### src/kgi_pkg.sv
package kgi_pkg;

   localparam int GRID_COLS = 64;
   localparam int GRID_ROWS = 48;
   localparam int MAX_KEYS  = 4096;
   localparam int CELL_CAP  = 8;
   localparam int MAX_HITS  = 64;

   localparam int NCELLS    = GRID_COLS * GRID_ROWS;
   localparam int NMEMBERS  = NCELLS * CELL_CAP;
   localparam int FRAC_BITS = 20;

   localparam int IDX_W  = 12;
   localparam int KEY_W  = $clog2(MAX_KEYS);
   localparam int CNT_W  = $clog2(MAX_KEYS + 1);
   localparam int CELL_W = $clog2(NCELLS);
   localparam int MEM_W  = $clog2(NMEMBERS);
   localparam int FILL_W = $clog2(CELL_CAP + 1);
   localparam int HIT_W  = $clog2(MAX_HITS + 1);
   localparam int COL_W  = $clog2(GRID_COLS);
   localparam int ROW_W  = $clog2(GRID_ROWS);
   localparam int CRD_W  = 17;
   localparam int OPA_W  = 19;
   localparam int OPB_W  = 17;
   localparam int PROD_W = OPA_W + OPB_W;
   localparam int KEY_DW = 16 + 16 + 3;

   localparam logic [1:0] MODE_CLEAR  = 2'd0;
   localparam logic [1:0] MODE_INSERT = 2'd1;
   localparam logic [1:0] MODE_QUERY  = 2'd2;
   localparam logic [1:0] MODE_SPARE  = 2'd3;

   localparam logic [1:0] CSR_ORIGIN_X = 2'd0;
   localparam logic [1:0] CSR_ORIGIN_Y = 2'd1;
   localparam logic [1:0] CSR_SCALE_X  = 2'd2;
   localparam logic [1:0] CSR_SCALE_Y  = 2'd3;

   typedef enum logic [2:0] {
      ST_STORED     = 3'd0,
      ST_OUTSIDE    = 3'd1,
      ST_CELL_FULL  = 3'd2,
      ST_STORE_FULL = 3'd3,
      ST_HIT        = 3'd4,
      ST_NONE       = 3'd5,
      ST_CUT        = 3'd6,
      ST_CLEARED    = 3'd7
   } status_type;

   typedef enum logic [2:0] {
      MUL_INS_X,
      MUL_INS_Y,
      MUL_LO_X,
      MUL_HI_X,
      MUL_LO_Y,
      MUL_HI_Y
   } mul_type;

   typedef enum logic [1:0] {
      IDX_ZERO,
      IDX_NEW,
      IDX_PEND
   } idx_type;

   typedef enum logic [4:0] {
      S_INIT,
      S_IDLE,
      S_DISPATCH,
      S_CLR,
      S_INS_MX,
      S_INS_MY,
      S_INS_PY,
      S_INS_RD,
      S_INS_CHK,
      S_Q_M0,
      S_Q_M1,
      S_Q_M2,
      S_Q_M3,
      S_Q_P,
      S_Q_CHK,
      S_Q_FILL,
      S_Q_SLOT,
      S_Q_KEY,
      S_Q_TEST,
      S_FINAL
   } state_type;

   typedef struct packed {
      logic       load;
      logic       key_wr;
      logic       mul_en;
      mul_type    mul_sel;
      logic       ins_rd;
      logic       ins_wr;
      logic       clr_step;
      logic       clr_all;
      logic       walk_init;
      logic       walk_next;
      logic       fill_rd;
      logic       mem_rd;
      logic       key_rd;
      logic       slot_inc;
      logic       hit_push;
      logic       emit;
      status_type emit_status;
      idx_type    emit_idx;
   } cmd_type;

   typedef struct packed {
      logic [1:0] mode;
      logic       store_full;
      logic       ins_ok;
      logic       fill_full;
      logic       q_empty;
      logic       slot_more;
      logic       walk_end;
      logic       hit;
      logic       hits_max;
      logic       have_pend;
      logic       out_free;
      logic       clr_done;
   } st_type;

endpackage

### src/kgi_ctrl.sv
module kgi_ctrl (
   input  logic            clock,
   input  logic            reset,
   input  logic            req_valid,
   output logic            req_ready,
   input  kgi_pkg::st_type  st,
   output kgi_pkg::cmd_type cmd
);

   kgi_pkg::state_type  state_ff, state_in;
   kgi_pkg::status_type status_ff, status_in;
   kgi_pkg::idx_type    idxsel_ff, idxsel_in;

   always_ff @(posedge clock) begin
      if (reset) begin
         state_ff  <= kgi_pkg::S_INIT;
         status_ff <= kgi_pkg::ST_NONE;
         idxsel_ff <= kgi_pkg::IDX_ZERO;
      end else begin
         state_ff  <= state_in;
         status_ff <= status_in;
         idxsel_ff <= idxsel_in;
      end
   end

   always_comb begin
      state_in        = state_ff;
      status_in       = status_ff;
      idxsel_in       = idxsel_ff;
      req_ready       = 1'b0;
      cmd             = '0;
      cmd.mul_sel     = kgi_pkg::MUL_INS_X;
      cmd.emit_status = status_ff;
      cmd.emit_idx    = idxsel_ff;
      case (state_ff)
         kgi_pkg::S_INIT: begin
            cmd.clr_step = 1'b1;
            if (st.clr_done) state_in = kgi_pkg::S_IDLE;
         end
         kgi_pkg::S_IDLE: begin
            req_ready = 1'b1;
            if (req_valid) begin
               cmd.load = 1'b1;
               state_in = kgi_pkg::S_DISPATCH;
            end
         end
         kgi_pkg::S_DISPATCH: begin
            case (st.mode)
               kgi_pkg::MODE_CLEAR: begin
                  cmd.clr_all = 1'b1;
                  state_in    = kgi_pkg::S_CLR;
               end
               kgi_pkg::MODE_INSERT: state_in = kgi_pkg::S_INS_MX;
               kgi_pkg::MODE_QUERY:  state_in = kgi_pkg::S_Q_M0;
               default:              state_in = kgi_pkg::S_IDLE;
            endcase
         end
         kgi_pkg::S_CLR: begin
            cmd.clr_step = 1'b1;
            if (st.clr_done) begin
               status_in = kgi_pkg::ST_CLEARED;
               idxsel_in = kgi_pkg::IDX_ZERO;
               state_in  = kgi_pkg::S_FINAL;
            end
         end
         kgi_pkg::S_INS_MX: begin
            if (st.store_full) begin
               status_in = kgi_pkg::ST_STORE_FULL;
               idxsel_in = kgi_pkg::IDX_ZERO;
               state_in  = kgi_pkg::S_FINAL;
            end else begin
               cmd.key_wr  = 1'b1;
               cmd.mul_en  = 1'b1;
               cmd.mul_sel = kgi_pkg::MUL_INS_X;
               state_in    = kgi_pkg::S_INS_MY;
            end
         end
         kgi_pkg::S_INS_MY: begin
            cmd.mul_en  = 1'b1;
            cmd.mul_sel = kgi_pkg::MUL_INS_Y;
            state_in    = kgi_pkg::S_INS_PY;
         end
         kgi_pkg::S_INS_PY: state_in = kgi_pkg::S_INS_RD;
         kgi_pkg::S_INS_RD: begin
            idxsel_in = kgi_pkg::IDX_NEW;
            if (st.ins_ok) begin
               cmd.ins_rd = 1'b1;
               state_in   = kgi_pkg::S_INS_CHK;
            end else begin
               status_in = kgi_pkg::ST_OUTSIDE;
               state_in  = kgi_pkg::S_FINAL;
            end
         end
         kgi_pkg::S_INS_CHK: begin
            if (st.fill_full) begin
               status_in = kgi_pkg::ST_CELL_FULL;
            end else begin
               cmd.ins_wr = 1'b1;
               status_in  = kgi_pkg::ST_STORED;
            end
            state_in = kgi_pkg::S_FINAL;
         end
         kgi_pkg::S_Q_M0: begin
            cmd.mul_en  = 1'b1;
            cmd.mul_sel = kgi_pkg::MUL_LO_X;
            state_in    = kgi_pkg::S_Q_M1;
         end
         kgi_pkg::S_Q_M1: begin
            cmd.mul_en  = 1'b1;
            cmd.mul_sel = kgi_pkg::MUL_HI_X;
            state_in    = kgi_pkg::S_Q_M2;
         end
         kgi_pkg::S_Q_M2: begin
            cmd.mul_en  = 1'b1;
            cmd.mul_sel = kgi_pkg::MUL_LO_Y;
            state_in    = kgi_pkg::S_Q_M3;
         end
         kgi_pkg::S_Q_M3: begin
            cmd.mul_en  = 1'b1;
            cmd.mul_sel = kgi_pkg::MUL_HI_Y;
            state_in    = kgi_pkg::S_Q_P;
         end
         kgi_pkg::S_Q_P: state_in = kgi_pkg::S_Q_CHK;
         kgi_pkg::S_Q_CHK: begin
            if (st.q_empty) begin
               status_in = kgi_pkg::ST_NONE;
               idxsel_in = kgi_pkg::IDX_ZERO;
               state_in  = kgi_pkg::S_FINAL;
            end else begin
               cmd.walk_init = 1'b1;
               state_in      = kgi_pkg::S_Q_FILL;
            end
         end
         kgi_pkg::S_Q_FILL: begin
            cmd.fill_rd = 1'b1;
            state_in    = kgi_pkg::S_Q_SLOT;
         end
         kgi_pkg::S_Q_SLOT: begin
            if (st.slot_more) begin
               cmd.mem_rd = 1'b1;
               state_in   = kgi_pkg::S_Q_KEY;
            end else if (st.walk_end) begin
               if (st.have_pend) begin
                  status_in = kgi_pkg::ST_HIT;
                  idxsel_in = kgi_pkg::IDX_PEND;
               end else begin
                  status_in = kgi_pkg::ST_NONE;
                  idxsel_in = kgi_pkg::IDX_ZERO;
               end
               state_in = kgi_pkg::S_FINAL;
            end else begin
               cmd.walk_next = 1'b1;
               state_in      = kgi_pkg::S_Q_FILL;
            end
         end
         kgi_pkg::S_Q_KEY: begin
            cmd.key_rd = 1'b1;
            state_in   = kgi_pkg::S_Q_TEST;
         end
         kgi_pkg::S_Q_TEST: begin
            if (!st.hit) begin
               cmd.slot_inc = 1'b1;
               state_in     = kgi_pkg::S_Q_SLOT;
            end else if (st.hits_max) begin
               status_in = kgi_pkg::ST_CUT;
               idxsel_in = kgi_pkg::IDX_PEND;
               state_in  = kgi_pkg::S_FINAL;
            end else if (!st.have_pend || st.out_free) begin
               // The earlier hit leaves as a non-final transfer; this one is held back.
               cmd.hit_push = 1'b1;
               cmd.slot_inc = 1'b1;
               state_in     = kgi_pkg::S_Q_SLOT;
            end
         end
         kgi_pkg::S_FINAL: begin
            if (st.out_free) begin
               cmd.emit = 1'b1;
               state_in = kgi_pkg::S_IDLE;
            end
         end
         default: state_in = kgi_pkg::S_INIT;
      endcase
   end

endmodule

### config.mk
export PLATFORM = sky130hd
export DESIGN_NAME = kgi_ctrl
export DESIGN_NICKNAME = d
export VERILOG_FILES = /design/src/kgi_pkg.sv /design/src/kgi_ctrl.sv
export SDC_FILE = /design/constraint.sdc
export NUM_CORES = 1
export LEC_CHECK = 0
export BUFFER_PORTS_ARGS = -buffer_cell sky130_fd_sc_hd__buf_2
export CORE_MARGIN = 2
export CORE_UTILIZATION = 51
export CTS_CLUSTER_SIZE = 24
export DETAILED_ROUTE_END_ITERATION = 10
export PLACE_DENSITY = 0.78
export SYNTH_ARGS = -nofsm -noshare
export SYNTH_HDL_FRONTEND = slang
export SYNTH_SLANG_ARGS = --single-unit
### constraint.sdc
create_clock -name clock -period 2.4 [get_ports clock]
set_input_delay 0.12 -clock clock [delete_from_list [all_inputs] [get_ports clock]]
set_output_delay 0.12 -clock clock [all_outputs]
set_load 0.01 [all_outputs]
# After elaboration in Yosys (flattened, before gate mapping)
# Index checks and enable logic that the tools add are counted.
# op_classes
mux,63
n_eq_ne,33
n_reduce_logical,10
# ops
operator,count
case mux 5 bit (20 select lines),1
two-way mux 5 bit,13
== test 5 x 4 -> 1 bit (second input constant),8
two-way mux 1 bit,25
two-way mux 2 bit,12
two-way mux 3 bit,8
case mux 4 bit (6 select lines),1
inequality test 2 bit (second input constant),11
case mux 3 bit (7 select lines),1
== test 5 x 3 -> 1 bit (second input constant),4
== test 5 bit (second input constant),4
case mux 2 bit (6 select lines),1
case mux 4 bit (3 select lines),1
== test 5 x 2 -> 1 bit (second input constant),2
AND reduction 9 bit,1
AND reduction 8 bit,1
nonzero test 7 bit,1
nonzero test 6 bit,1
== test 5 x 1 -> 1 bit (second input constant),1
zero test 5 bit,1
AND reduction 5 bit,1
inequality test 4 bit (second input constant),1
== test 2 x 1 -> 1 bit (second input constant),1
== test 2 bit (second input constant),1
other kinds (4),4
# word_totals
reg_bits,10
in_bits,16
output_inout_bits,24

# Longest topological paths before layout
# Gate-level depths: netlist (run 1).
# logic_depth
ltp_word,6
ltp_mapped,8
mapped_depth_nobuf,5

# Worst setup path after synthesis (run 1)
# OpenSTA, ideal clock, no wires.
# synth_timing
path_kind,register to register
startpoint,reg state_ff[0]
endpoint,reg status_ff[1]
required_time_ps,2279
arrival_ps,1542
setup_slack_ps,737
period_less_slack_ps,1663
path_stages_with_launch,7
setup_time_ps,121
cell_sequence,dfxtp_1 -> buf_4 -> nor4bb_1 -> and2_1 -> a2111oi_4 -> nand2_2 -> mux2_4
# synth_via
elab_chain_cells,3
word_cells_on_any_way,18
# synth_rtl
item,line,text
from (decl),kgi_ctrl.sv:10,"kgi_pkg::state_type state_ff, state_in;"
from (signal assigned),kgi_ctrl.sv:16,state_ff <= kgi_pkg::S_INIT;
from (signal assigned),kgi_ctrl.sv:20,state_ff <= state_in;
== test 5 bit (tied with other cells),kgi_ctrl.sv:35,case (state_ff)
nonzero test 7 bit (no line) / inequality test 2 bit (equally long branches),-,
AND reduction 9 bit (no line),-,
to (signal assigned),kgi_ctrl.sv:17,status_ff <= kgi_pkg::ST_NONE;
to (signal assigned),kgi_ctrl.sv:21,status_ff <= status_in;
to (decl),kgi_ctrl.sv:11,"kgi_pkg::status_type status_ff, status_in;"
# Several ways; a longest one is shown, not always the timed one.
# A chain may end at the register's enable or synchronous reset.

# Worst setup path in the final report (run 1)
# layout_timing
startpoint,reg state_ff[1]
endpoint,reg status_ff[1]
# Same word-level chain as after synthesis.

==> impl_metrics.toml, run 1 <==
[logic_synthesis]
synth_compound_gate_area_share_pct = 27.5
synth_enable_flop_cells = 0
synth.cell_area_sq_um = 1290
ys_seq_area_share_pct = 15.5
synthXorXnorAreaFrac_pct = 2.71
synth_simple_gate_area_share_pct = 40.9
mean_area_per_synthesized_cell_sq_um = 7.35
yosys.area_share.adder_pct = 0
yosys-mux-area-fraction_pct = 3.48
synth_cells = 176
synth_warnings = 0
synth-async-reset-ratio_pct = 0
largest_family_of_logic_cells_by_synthesized_area = "simple AND/OR/NAND/NOR gates"
synth_nets = 192
synth.ff_latch_count = 10
yosys.area.top_type_share_pct = 15.5
ys_dominant_reg_cell = "sky130_fd_sc_hd__dfxtp_1"
ys_top_cells_by_area = "sky130_fd_sc_hd__dfxtp_1 15%, sky130_fd_sc_hd__nor2_1 5.2%, sky130_fd_sc_hd__a21oi_1 5.0%, sky130_fd_sc_hd__nor3_1 4.3%, sky130_fd_sc_hd__buf_2 2.7%"
synthDistinctLibCells = 56
synth_largest_area_cell = "sky130_fd_sc_hd__dfxtp_1"

[drt]
wire_per_inst_microns = 15.7
final_antenna_net_count = 0
drt-total-wl_microns = 3760
drt_first_pass_iters = 5
route.detailed.drc = 0
route.vias.total = 1493
drt_first_iter_violations = 64
vias_per_cell = 6.25

[clocking]
cts.reportedPaths.clkPinSlew_ns = 0.06
clk-insertion-delay-late_ns = 0.28
clockBufferDepth = 2
clockRootBuffer = "sky130_fd_sc_hd__clkbuf_4"
clock_sink_count = 10
cts-htree-levels = 1
setup_buffers_after_cts = 0
cts.hold.buffers_added = 0
cts_made_buffers = 3
cts_tree = "built"

[power]
power_per_cell_area_nw_per_um2 = 838
power_leakage_nw = 0.653
ir_drop_mv = 0.636

[global_routing]
globalRouteOverflowTotal = 0
wire_length_of_the_first_global_routing_pass_microns = 5710
number_of_antenna_violations_at_the_first_check_in_global_routing = 0
grtUsageTotal_pct = 27.1
first_global_vias = 1227
pin_count_of_the_biggest_net_entering_global_routing = 21

[floorplan]
core_footprint_sq_um = 2430
die_width_microns = 54.4
initial_util_pct = 53.2
design.portCount = 40
dieHeight_microns = 54.4
dieArea_sq_um = 2960
std_cell_rows = 18

[worst_setup_path]
timing.setup.critical_path_class = "reg2reg"
worst_ep_arrival_time_ns = 2.33
crit_required_ns = 2.57
worst_path_fanout_max = 14
worst-r2r-cell-count = 6
endpoint_kind = "flop"
startpoint_type = "flop"

[placement]
placement.io_buffers = 39
dp_slack_ns = 0.295
gp_congestion = 0.966
postPlaceCellArea_sq_um = 1480
placed_cells = 236
place_hpwl_microns = 2870

[timing]
period_minus_slack_ns = 2.16
finalSetupViolations = 0
fmax_ghz = 0.462
clock-skew-final_ns = 0.00273
slew_violations = 0
rsz0062_at_grt = "no"
max-slew-margin-rel_pct = 56.9
fin_ws_ns = 0.237
hold_viol = 0
fin_crit_sh_pct = 90.1
worst_pin_slew_ns = 0.646
fin_setup_tns_ns = 0

[final_layout]
fin_cells = 239
fin_util_pct = 62.0
layout.filler_cells = 232
final_nets = 227
finalInstanceArea_sq_um = 1510
share_of_final_layout_standard_cells_stronger_than_drive_strength_1_pct = 30.1
syn_to_final_growth_pct = 16.5
num_antenna_cells = 0

[worst_hold_path]
hold_depth = 4
min_path_type = "in2reg"

[run]
cap_viol_max_count = 0

[outcome]
outcome = "finished, final reports clean"
worst max-delay path: stages, from the launching register on:
cell and delay [ns]:
sky130_fd_sc_hd__dfxtp_1 0.62, sky130_fd_sc_hd__buf_4 0.25, sky130_fd_sc_hd__nor4bb_1 0.44, sky130_fd_sc_hd__and2_1 0.24, sky130_fd_sc_hd__a2111oi_4 0.07, sky130_fd_sc_hd__nand2_2 0.12, sky130_fd_sc_hd__mux2_4 0.30
cell type report:
cell class | instances | area [sq um] | share of cell area (%)
Multi-Input combinational cell | 141 | 965 | 64.0
Timing Repair Buffer | 46 | 248 | 16.4
Sequential cell | 10 | 201 | 13.4
Tap cell | 30 | 37.5 | 2.49
Inverter | 9 | 33.8 | 2.24
Clock buffer | 3 | 22.5 | 1.49
power by group:
group	switching [mW]	internal, mW
clock	0.0614	0.0582
sequential	0.102	0.199
combinational	0.493	0.350
total	0.656	0.607
what timing repair did:
item	in CTS	in global routing
hold endpoints to repair	0	0
setup endpoints to repair	0	1
resized for setup	0	1
synth_stat cells, drive strengths merged, types with 5 or more instances:
| master | count |
|---|---|
| o21ai | 8 |
| a21oi | 13 |
| and3 | 5 |
| dfxtp | 10 |
| nor2 | 18 |
| nor4 | 6 |
| nor2b | 5 |
| inv | 9 |
| nor3 | 13 |
| nand3 | 5 |
| nand2 | 8 |
| buf | 13 |
per-stage QoR:
step | total power [mW] | hold slack, ns
finish | 1.26 | 0.133
global route | 1.36 | 0.167
CTS | 1.25 | 0.127
detailed placement | 1.12 | 0.429
global placement | 1.12 | 0.419
floorplan | 0.926 | 0.277
registers in the layout, indices dropped and copies added, names as in the netlist:
signal and flops:
state_ff 5, status_ff 3, idxsel_ff 2
cell families after synthesis:
kind of cell / Yosys count
buffers and inverters: 25
flip-flops: 10
XOR/XNOR: 4
multiplexers: 4
AO/OA/AOI/OAI: 48
AND/OR/NAND/NOR: 85
final timing paths:
path	start	to	slack (ns)
max reg2reg	state_ff[1]	status_ff[1]	0.24
min reg2reg	idxsel_ff[1]	idxsel_ff[1]	0.47
max	state_ff[1]	status_ff[1]	0.24
min	st[1]	state_ff[4]	0.13
cells in the final DEF (no fill, tap or decap), types with 4 or more instances in the layout:
master | Yosys | layout
sky130_fd_sc_hd__buf_2 | 7 | 39
sky130_fd_sc_hd__nor2_1 | 18 | 18
sky130_fd_sc_hd__a21oi_1 | 13 | 13
sky130_fd_sc_hd__nor3_1 | 11 | 11
sky130_fd_sc_hd__inv_1 | 9 | 9
sky130_fd_sc_hd__dfxtp_1 | 10 | 9
sky130_fd_sc_hd__nand2_1 | 7 | 7
sky130_fd_sc_hd__o21ai_0 | 7 | 7
sky130_fd_sc_hd__buf_4 | 3 | 7
sky130_fd_sc_hd__nand3_1 | 5 | 5
sky130_fd_sc_hd__nor4_1 | 5 | 5
sky130_fd_sc_hd__nor2b_1 | 5 | 5
sky130_fd_sc_hd__and3_1 | 5 | 5
sky130_fd_sc_hd__a31oi_1 | 4 | 4
sky130_fd_sc_hd__nand3b_1 | 4 | 4
layer usage:
metal / wire (microns) / part of all wire [%] / vias to the layer above / GRT usage, %
met4: 87 / 2.3 / 0 / 7.08
li1: - / - / 724 / -
met3: 352 / 9.4 / 13 / 6.83
met2: 1820 / 48 / 91 / 46.4
met1: 1500 / 40 / 665 / 33.7
met5: 0 / 0 / - / 0
Power figures use the tool's default switching activity.
==> run 2: changes to the inputs <==
--- a/config.mk
+++ b/config.mk
@@ -6,11 +6,12 @@
 export NUM_CORES = 1
 export LEC_CHECK = 0
 export BUFFER_PORTS_ARGS = -buffer_cell sky130_fd_sc_hd__buf_2
-export CORE_MARGIN = 2
-export CORE_UTILIZATION = 51
+export CORE_ASPECT_RATIO = 0.5
+export CORE_UTILIZATION = 30
 export CTS_CLUSTER_SIZE = 24
 export DETAILED_ROUTE_END_ITERATION = 10
-export PLACE_DENSITY = 0.78
+export PLACE_DENSITY = 0.5
+export SETUP_SLACK_MARGIN = 0.3
 export SYNTH_ARGS = -nofsm -noshare
 export SYNTH_HDL_FRONTEND = slang
 export SYNTH_SLANG_ARGS = --single-unit
==> run 2 against run 1 <==
Net effect: via count barely moved; highest routed layer unchanged; combinational power increased by 8.3%; fmax rose by 13%; largest cell class unchanged; clock skew up 0.0087 ns; register-to-register slack gained 0.30 ns; cell count is 13% higher; largest power group unchanged; core utilization shrank 22 points.
==> impl_metrics.toml, run 2 (synthesized netlist as in run 1, its figures left out) <==
[global_routing]
pin_count_of_the_biggest_net_entering_global_routing = 21
wire_length_of_the_first_global_routing_pass_microns = 6890
grtUsageTotal_pct = 19.3
first_global_vias = 1303
globalRouteOverflowTotal = 0
number_of_antenna_violations_at_the_first_check_in_global_routing = 0

[worst_hold_path]
min_path_type = "in2reg"

[clocking]
clock_sink_count = 10
cts_tree = "built"
cts_made_buffers = 3
cts-htree-levels = 1
clockBufferDepth = 2
setup_buffers_after_cts = 0
clockRootBuffer = "sky130_fd_sc_hd__clkbuf_8"
cts.reportedPaths.clkPinSlew_ns = 0.05
clk-insertion-delay-late_ns = 0.25

[placement]
gp_congestion = 0.884
placement.io_buffers = 39
place_hpwl_microns = 3200
placed_cells = 266
dp_slack_ns = 0.314

[timing]
max-slew-margin-rel_pct = 66.6
worst_pin_slew_ns = 0.496
period_minus_slack_ns = 1.91
fmax_ghz = 0.523
timing.hold.ws_ns = 0.166
hold_viol = 0
clock-skew-final_ns = 0.0115
finalSetupViolations = 0
fin_setup_tns_ns = 0
rsz0062_at_grt = "no"
slew_violations = 0
fin_crit_sh_pct = 79.6
fin_ws_ns = 0.489

[final_layout]
largest_register_ff_count = 5
most_common_cell_after_layout_fill_and_taps_aside = "sky130_fd_sc_hd__buf_2"
num_antenna_cells = 0
regs_by_ff_count = "state_ff x5, status_ff x3, idxsel_ff x2"
share_of_final_layout_standard_cells_stronger_than_drive_strength_1_pct = 33.8
largest-register = "state_ff"
final_cell_mix = "39 x sky130_fd_sc_hd__buf_2, 18 x sky130_fd_sc_hd__nor2_1, 13 x sky130_fd_sc_hd__a21oi_1, 13 x sky130_fd_sc_hd__buf_4, 11 x sky130_fd_sc_hd__nor3_1"
syn_to_final_growth_pct = 25.1
fin_cells = 270
final_nets = 233

[drt]
drt_first_pass_iters = 4
final_antenna_net_count = 0
route.vias.total = 1494
drt-total-wl_microns = 4210
vias_per_cell = 5.53
drt_first_iter_violations = 197
wire_per_inst_microns = 15.6
route.detailed.drc = 0

[worst_setup_path]
r2r_end = "status_ff[1]"
timing.setup.critical_path_class = "reg2out"
worst_ep_arrival_time_ns = 1.79
startpoint_type = "flop"
critPathSlowestCell = "sky130_fd_sc_hd__dfxtp_2"
worst_path_fanout_max = 20
critPathLaunch = "state_ff[0]"
crit_required_ns = 2.28
worst-r2r-cell-count = 6
rrSetupSlack_ns = 0.54
crit_end = "cmd[20]"
cp_cell_sequence = "inv_1, a211oi_1, a21oi_1, a311oi_1, buf_2"
endpoint_kind = "output port"
critical_path.reg2reg.startpoint = "state_ff[2]"
timing.critical_path.slowest_cell_delay_ns = 0.57

[floorplan]
dieHeight_microns = 48.4
initial_util_pct = 32.2
die_width_microns = 94.9
design.portCount = 40
core_footprint_sq_um = 4020
std_cell_rows = 16
dieArea_sq_um = 4600

[power]
power_per_cell_area_nw_per_um2 = 898
ir_drop_mv = 0.243
power_leakage_nw = 0.700

[run]
cap_viol_max_count = 0

[outcome]
outcome = "finished, final reports clean"
-- run 2: cell count changes in the layout (fill, tap and decap cells not counted), sizes merged --
cell	change
buf	+6
clkbuf	+1
-- run 2: area by class of cell --
cell class | instances | area (sq um)
Tap cell | 54 | 67.6
Sequential cell | 10 | 205
Multi-Input combinational cell | 141 | 965
Clock buffer | 4 | 55.1
Fill cell | 427 | 2400
Inverter | 9 | 33.8
Timing Repair Buffer | 52 | 293
-- run 2: worst min path at each step --
stage / startpoint / end / slack, ns / cells after the start
floorplan: st[7] / cmd[12] / 0.28 / 1
global placement: st[1] / state_ff[4] / 0.41 / 4
detailed placement: st[1] / state_ff[4] / 0.42 / 4
CTS: st[1] / state_ff[4] / 0.17 / 4
global route: st[1] / state_ff[4] / 0.19 / 4
finish: st[1] / state_ff[4] / 0.17 / 4
-- run 2: routing by layer --
metal  routed length, microns  GRT usage, %
met4                       14          3.79
met2                     1740          25.8
met5                        0             0
met3                      312          5.03
met1                     2150          30.3
-- run 2: metrics by stage --
step,area [sq um],power [mW],utilization [%]
3_3_place_gp,1560,1.23,38.7
3_5_place_dp,1560,1.21,38.7
4_1_cts,1620,1.45,40.2
5_1_grt,1620,1.57,40.2
6_report,1620,1.45,40.2
2_1_floorplan,1290,0.926,-
-- run 2: timing repair --
action                     4_1_cts  5_1_grt
hold buffers                     0        0
gates cloned                     0        0
gates resized for setup          2        2
setup endpoints to repair        2        8
-- run 2: worst max-delay path: cells and delay by family, from the launching register on --
| kind | cells | cell delay [ns] |
|---|---|---|
| compound gates | 3 | 0.56 |
| flops | 1 | 0.57 |
| buf+inv | 2 | 0.40 |
-- run 2: where the power goes --
part,total [mW],switching (mW),internal (mW)
logic,0.914,0.517,0.396
registers,0.312,0.110,0.202
clock network,0.229,0.0837,0.145
